**src/wrs_mem.sv**
```systemverilog
// Single-port synchronous RAM with registered read data.
`default_nettype none
module wrs_mem #(
  parameter int unsigned WIDTH = 8,
  parameter int unsigned DEPTH = 64
) (
  input  wire logic                             clk_i,
  input  wire logic                             we_i,
  input  wire logic [$clog2(DEPTH > 1 ? DEPTH : 2)-1:0] addr_i,
  input  wire logic [WIDTH-1:0]                 wdata_i,
  output logic      [WIDTH-1:0]                 rdata_o
);
  logic [WIDTH-1:0] mem [DEPTH];

  always_ff @(posedge clk_i) begin
    if (we_i) begin
      mem[addr_i] <= wdata_i;
    end
    rdata_o <= mem[addr_i];
  end
endmodule
`default_nettype wire

```
**config.mk**
```make
export PLATFORM = sky130hd
export DESIGN_NAME = wrs_mem
export DESIGN_NICKNAME = d
export VERILOG_FILES = /design/src/wrs_mem.sv
export SDC_FILE = /design/constraint.sdc
export NUM_CORES = 1
export LEC_CHECK = 0
export BUFFER_PORTS_ARGS = -buffer_cell sky130_fd_sc_hd__buf_2
export CORE_ASPECT_RATIO = 0.9
export CORE_MARGIN = 2
export CORE_UTILIZATION = 56
export CTS_BUF_LIST = sky130_fd_sc_hd__clkbuf_8 sky130_fd_sc_hd__clkbuf_16
export DETAILED_ROUTE_END_ITERATION = 12
export PLACE_DENSITY = 0.72
export SYNTH_ARGS = -nofsm -noshare
export SYNTH_HDL_FRONTEND = slang
export SYNTH_SLANG_ARGS = --single-unit
```
**constraint.sdc**
```tcl
create_clock -name clk_i -period 2.37 [get_ports clk_i]
set_input_delay 0.237 -clock clk_i [delete_from_list [all_inputs] [get_ports clk_i]]
set_output_delay 0.237 -clock clk_i [all_outputs]
set_load 0.02 [all_outputs]
```
Word level (Yosys, flattened, before mapping)
Memory sizes are Yosys's and may differ from the RTL's. A register that Yosys moved wholly into a read port is not among the register bits.
Index checks and enable logic that the tools add are counted.
{"block": "totals", "ff_bits": 0, "ram_bits": 512, "in_bits": 16, "out_inout_bits": 8, "elab_cells": 3, "memories": 1}
{"block": "op_classes", "muxes": 2}
{"name": "mem", "depth": 64, "width": 8, "rd": 1, "rd_clocked_by_memory_dff": 1, "write_ports": 1, "line": "13", "text": "logic [WIDTH-1:0] mem [DEPTH];"}
{"cell": "1-bit 2-to-1 mux", "count": 2}

Logic depth before layout (Yosys ltp)
Gate-level depths: netlist (run 1).
{"block": "depth", "word_depth": 2, "mapped_depth": 10, "ltp_nobuf": 5}

Least setup slack after synthesis (run 1)
No wires, ideal clock.
{"block": "synth_timing", "path_type": "input to register", "start": "in addr_i[1] (netlist bit)", "end": "mem mem[13][0], enable pin", "setup_time_ns": 0.370, "arrival_time_ns": 1.965, "required_ns": 2.000, "setup_slack_ns": 0.034, "cell_stages": 7, "path_buffers": 4, "cell_sequence": "buf_6 buf_6 nor2b_1 clkbuf_1 clkbuf_1 nand3_1 nor2_1"}
{"item": "start: declaration", "line": "9", "text": "input wire logic [$clog2(DEPTH > 1 ? DEPTH : 2)-1:0] addr_i,"}
{"item": "end: declaration", "line": "13"}
No word-level cell before the write port.

==> results.toml, run 1 <==
[min_path]
hold_class = "in2reg"
worstHoldStart = "wdata_i[4]"

[routing]
dr.pass1.iters = 6
num_vias = 12150
drc = 0
ant_nets = 0
viasPerCell = 6.466
drt_iter0_markers = 1658
post_drt_wl_per_cell_um = 27.87
wl_um = 52370

[synthesis]
synth_edf_count = 512
synth_mux_area_share_pct = 8.260
seq_area_frac_synth_pct = 75.97
synth.most_common_cell = "edfxtp_1"
yosys.area_share.adder_pct = 0
synth_largest_area_cell = "edfxtp_1"
synth_compound_area_share_pct = 8.076
syn_inst = 1171
avgSynthCellArea_sq_um = 17.46
synth_seq_cells = 520
synth_top_cells_by_area = "edfxtp_1 (75%), mux4_2 (4.5%), mux2i_1 (3.1%)"
synth_top_cell_area_share_pct = 75.18
synth_top_family_by_area = "multiplexers"
synth_simple_gate_area_share_pct = 5.715
syn_nets = 1187
synth_xor_area_share_pct = 0
async_flop_share_pct = 0
synth_area_sq_mm = 0.02045
synth_flop_cell = "edfxtp_1"
yosys_warnings = 0
ys_types = 56
synth_common_cells = "edfxtp_1 (512), nor2_1 (82), mux2i_1 (63)"

[placement]
port_buffers = 23
placedCellCount = 1787
routabilityCongestion = 0.9430
place_hpwl_um = 34340
placed_area_sq_mm = 0.02244

[setup_path]
crit_type = "reg2reg"
cp.required_ns = 2.83
cp-end-kind = "flop"
startpoint_type = "flop"
cp.arrival_ns = 2.63
crit_fanout = 1
startpoint = "mem[4][7]$_DFFE_PP_"
r2r-start = "mem[4][7]$_DFFE_PP_"

[timing]
final_max_slew_viol_count = 0
tns_ns = 0
finalHoldViolCount = 0
slew-limit-headroom_pct = 15.39
fin_crit_sh_pct = 91.57
fmax_ghz = 0.4608
fin_skew_ns = 0.01249
setup_viol = 0
layout_min_cycle_time_ns = 2.170
worst_pin_slew_ns = 1.269
grt_setup_unrepaired = "no"

[global_routing]
busiest_layer = "met2"
gr-usage-all-layers_pct = 28.35
grt_use_met3_pct = 6.545
antenna_found_initial = 2
grt_pass1_wl_um = 77260
grt_pass1_vias = 11888
grtUsageMet1_pct = 41.54
grt_max_degree = 65
use_met2_pct = 42.59
overflow = 0

[final_layout]
multi_input_area_sq_mm = 0.004514
drive_above_1_share_pct = 25.25
stdcell_count = 1879
seq_area_sq_mm = 0.01553
final_nets = 1380
area_growth_pct = 17.79
final_cell_area_sq_mm = 0.02409
fillers = 2394

[pwr]
p_leak_nw = 8.183
p_clk_share_pct = 40.9
switching_share_pct = 21.28
ir_drop_mv = 0.9343
p_int_mw = 15.22
p_switching_mw = 4.113
sequentialPowerShare_pct = 52.8
powerDensity_mw_per_mm2 = 802.4
pwr-share-comb_pct = 6.3

[cts]
worstSkewPairLatency_ns = 0.58
clkSlewWorstSetupHoldPaths_ns = 0.06
post_cts_resized = 0
cts_tree = "done"
cts_buffers = 50
htreeDepth = 2
clock_sink_count = 520
cts-root-buf = "clkbuf_16"
cts-hold-fix-buffers = 1
clockBufferDepth = 3
post_cts.repair.setup_buffers = 0

[die]
row_count = 66
pin_count = 24
dieHeight_um = 185.3
die_width_um = 205.4
dieArea_sq_mm = 0.03806
initial_core_util_pct = 56.67
core_area_sq_mm = 0.03609

[job]
maxCapViolations = 0

[status]
outcome = "finished clean"
[final cells by class]
type                            instances  share of cell area (%)
Multi-Input combinational cell        567                   18.74
Sequential cell                       520                   64.49
Clock inverter                         38                   1.418
Antenna cell                            1                 0.01039
Tap cell                              476                   2.472
Clock buffer                           52                   5.355
Timing Repair Buffer                  222                   7.464
Inverter                                3                 0.04675
[critical path: stages, from the launching register on]
cell and delay, ns:
edfxtp_1 0.37, mux2_1 0.31, mux4_2 0.46, o21ai_1 0.15, o2111ai_1 0.20, or4b_1 0.55
[metal layers]
metal,routed length [um],share of wire [%]
met1,20630,39
met2,23710,45
met3,6396,12
met4,1623,3.1
met5,0,0
[path summary, 6_finish.rpt]
| check | cells after the start | endpoint | slack [ns] |
|---|---|---|---|
| setup reg to reg | 5 | rdata_o[7]$_DFF_P_ | 0.20 |
| hold reg to reg | 3 | rdata_o[2]$_DFF_P_ | 0.67 |
| hold / removal | 2 | mem[20][4]$_DFFE_PP_ | 0.19 |
| setup / recovery | 5 | rdata_o[7]$_DFF_P_ | 0.20 |
[cells in the final DEF (no fill, tap or decap), types with 8 or more instances in the layout]
cell type and n:
nor2_1 81, nand2_1 45, o22ai_1 22, buf_12 14
o221ai_1 9, o22a_1 11, a221oi_1 21, clkbuf_16 51
dfxtp_1 8, and3_1 9, clkinv_1 10, a31oi_1 15
edfxtp_1 512, nand2b_1 24, nand3b_1 12, mux4_2 41
clkinv_2 12, o21ai_0 9, mux2i_1 63, a21oi_1 28
a22o_1 10, buf_4 186, a22oi_1 40, and2_1 9
buf_2 20, a221o_1 11, nand3_1 8
[stage by stage]
step	util, %	setup WS [ns]	hold slack [ns]	total power, mW
finish	66.75	0.1999	0.1916	19.33
global route	66.74	0.1881	0.1976	19.79
CTS	66.74	0.2652	0.1893	19.37
detailed placement	62.19	-0.1078	0.5593	11.58
global placement	62.19	-0.07955	0.5523	11.56
floorplan	-	0.03416	0.3359	10.97
[power by group through the flow]
stage	clock (mW)	combinational, mW	sequential, mW
finish	7.91	1.21	10.2
global route	8.31	1.27	10.2
CTS	7.98	1.19	10.2
detailed placement	0	1.18	10.4
global placement	0	1.15	10.4
floorplan	0	0.552	10.4
[cell families (layout without fill, tap and decap cells)]
logic type	count (synthesis)	count (layout)
buffers and inverters	84	315
AO/OA/AOI/OAI	222	222
AND/OR/NAND/NOR	229	229
multiplexers	116	116
other	0	1
flip-flops	520	520
[flip-flops by register name, indices dropped and copies added (netlist names)]
register	count
mem	512
rdata_o	8
Power figures use the tool's default switching activity.
==> inputs of run 2 (changes only) <==
--- a/config.mk
+++ b/config.mk
@@ -8,10 +8,10 @@
 export BUFFER_PORTS_ARGS = -buffer_cell sky130_fd_sc_hd__buf_2
 export CORE_ASPECT_RATIO = 0.9
 export CORE_MARGIN = 2
-export CORE_UTILIZATION = 56
+export CORE_UTILIZATION = 63
 export CTS_BUF_LIST = sky130_fd_sc_hd__clkbuf_8 sky130_fd_sc_hd__clkbuf_16
 export DETAILED_ROUTE_END_ITERATION = 12
-export PLACE_DENSITY = 0.72
+export PLACE_DENSITY = 0.77
 export SYNTH_ARGS = -nofsm -noshare
 export SYNTH_HDL_FRONTEND = slang
 export SYNTH_SLANG_ARGS = --single-unit
==> constraint.sdc (replaced) <==
create_clock -name clk_i -period 2.27 [get_ports clk_i]
set_input_delay 0.227 -clock clk_i [delete_from_list [all_inputs] [get_ports clk_i]]
set_output_delay 0.227 -clock clk_i [all_outputs]
set_load 0.02 [all_outputs]
==> results.toml, run 2 (synthesis results as in run 1) <==
[cts]
cts_tree = "done"
worstSkewPairLatency_ns = 0.58
clockBufferDepth = 3
clock_sink_count = 520
cts_buffers = 50
cts-root-buf = "clkbuf_16"
clkSlewWorstSetupHoldPaths_ns = 0.06
htreeDepth = 2

[global_routing]
grt_pass1_wl_um = 78250
antenna_found_initial = 0
grt_pass1_vias = 12350
grt_max_degree = 43
gr-usage-all-layers_pct = 31.80
overflow = 0

[setup_path]
cp.required_ns = 2.72
crit_type = "reg2reg"
crit_buf_inv = 0
startpoint_type = "flop"
path_cells = "mux2_1 -> mux4_2 -> o21ai_2 -> o2111ai_2 -> or4b_1"
crit_family = "multiplexers"
cpPeakStageDelay_ns = 0.55
ff2ff_path_depth = 5
crit-reg2reg-capture = "rdata_o[7]$_DFF_P_"
cp-end-kind = "flop"
r2r-start = "mem[6][7]$_DFFE_PP_"
crit_fanout = 1
critPathSlowestCell = "or4b_1"
ff2ff_setup_slack_ns = 0.11
cp.arrival_ns = 2.61

[routing]
post_drt_wl_per_cell_um = 28.72
drt_iter0_markers = 2042
drc = 0
dr.pass1.iters = 8
ant_nets = 0
wl_um = 52970
num_vias = 12463
viasPerCell = 6.759

[die]
core_area_sq_mm = 0.03196
pin_count = 24
die_width_um = 193.9
row_count = 62
dieArea_sq_mm = 0.03392
dieHeight_um = 174.9
initial_core_util_pct = 63.98

[min_path]
hold_class = "in2reg"
worstHoldPathCells = 1
worstHoldStart = "wdata_i[1]"
holdPathEnd = "mem[55][1]$_DFFE_PP_"

[timing]
fin_skew_ns = 0.01875
grt_setup_unrepaired = "no"
final_max_slew_viol_count = 0
setup_viol = 0
finalHoldViolCount = 0
layout_min_cycle_time_ns = 2.163
fmax_ghz = 0.4623
fin_crit_sh_pct = 95.30
worst_pin_slew_ns = 0.9091
slew-limit-headroom_pct = 39.39

[placement]
routabilityCongestion = 0.9122
place_hpwl_um = 34470
port_buffers = 23
placedCellCount = 1751

[final_layout]
multi_input_area_sq_mm = 0.004529
fillers = 1798
drive_above_1_share_pct = 26.40
layout_common_cells = "edfxtp_1 (512), buf_4 (206), nor2_1 (78), mux2i_1 (63), clkbuf_16 (51)"
largest_reg_flops = 512
largest_register = "mem"
reg_top3 = "mem x512, rdata_o x8"
num_antenna_cells = 0
area_growth_pct = 18.14
seq_area_sq_mm = 0.01553
stdcell_count = 1844
final_nets = 1403
final_common_cell = "edfxtp_1"

[job]
maxCapViolations = 0

[pwr]
p_leak_nw = 8.314
ir_drop_mv = 0.7037
powerDensity_mw_per_mm2 = 821.4
power_mw = 19.84

[status]
outcome = "finished clean"
==> run 2: changes by cell type in the layout (fill, tap and decap cells not counted), moves of 3 or more <==
cell,change
nor2_1,-3
bufinv_16,-3
nor2_2,+3
clkinvlp_4,-3
buf_12,+4
buf_4,+20
inv_1,+8
==> run 2: worst register-to-register path: stages (launching register included) <==
cell       delay [ns]
edfxtp_1         0.36
mux2_1           0.29
mux4_2           0.48
o21ai_2          0.18
o2111ai_2        0.19
or4b_1           0.55
==> run 2: per-stage QoR <==
| step | utilization [%] | cell area (sq um) | TNS [ns] | setup slack [ns] | hold slack, ns |
|---|---|---|---|---|---|
| floorplan | - | 20460 | -5.712 | -0.05584 | 0.3259 |
| global placement | 70.73 | 22600 | -2.393 | -0.08689 | 0.6098 |
| detailed placement | 70.73 | 22600 | -3.362 | -0.1594 | 0.6482 |
| CTS | 75.56 | 24150 | 0 | 0.06434 | 0.1913 |
| global route | 75.59 | 24160 | 0 | 0.02481 | 0.2172 |
| finish | 75.59 | 24160 | 0 | 0.1068 | 0.2031 |
==> run 2: how the worst max path moves through the flow <==
stage,startpoint,depth (start not counted),to,slack (ns)
global route,mem[6][7]$_DFFE_PP_,5,rdata_o[7]$_DFF_P_,0.02
detailed placement,addr_i[1],9,rdata_o[7]$_DFF_P_,-0.16
floorplan,addr_i[1],7,mem[13][0]$_DFFE_PP_,-0.06
finish,mem[6][7]$_DFFE_PP_,5,rdata_o[7]$_DFF_P_,0.11
global placement,addr_i[1],9,rdata_o[7]$_DFF_P_,-0.09
CTS,mem[2][7]$_DFFE_PP_,5,rdata_o[7]$_DFF_P_,0.06
==> run 2: final cells by class <==
class | instances | area share (%)
Inverter | 3 | 0.04661
Clock buffer | 51 | 5.282
Clock inverter | 42 | 1.113
Tap cell | 416 | 2.154
Multi-Input combinational cell | 567 | 18.75
Sequential cell | 520 | 64.30
Timing Repair Buffer | 245 | 8.354
==> run 2: what timing repair did <==
item	in CTS	in global routing
hold buffers	0	0
buffers inserted	0	0
setup endpoints to repair	0	1
resized for setup	0	2
==> run 2: per-layer routing <==
metal	wire length, um	track usage [%]
met5	0	0
met4	2066	11.27
met3	7138	7.759
met2	24910	50.58
met1	18850	43.86
==> run 2: power by group <==
group / switching (mW) / internal (mW) / total, mW / leakage, nW
Combinational: 0.805 / 0.506 / 1.31 / 2.82
Sequential: 0.0342 / 10.6 / 10.7 / 4.67
Clock: 3.46 / 4.41 / 7.87 / 0.818
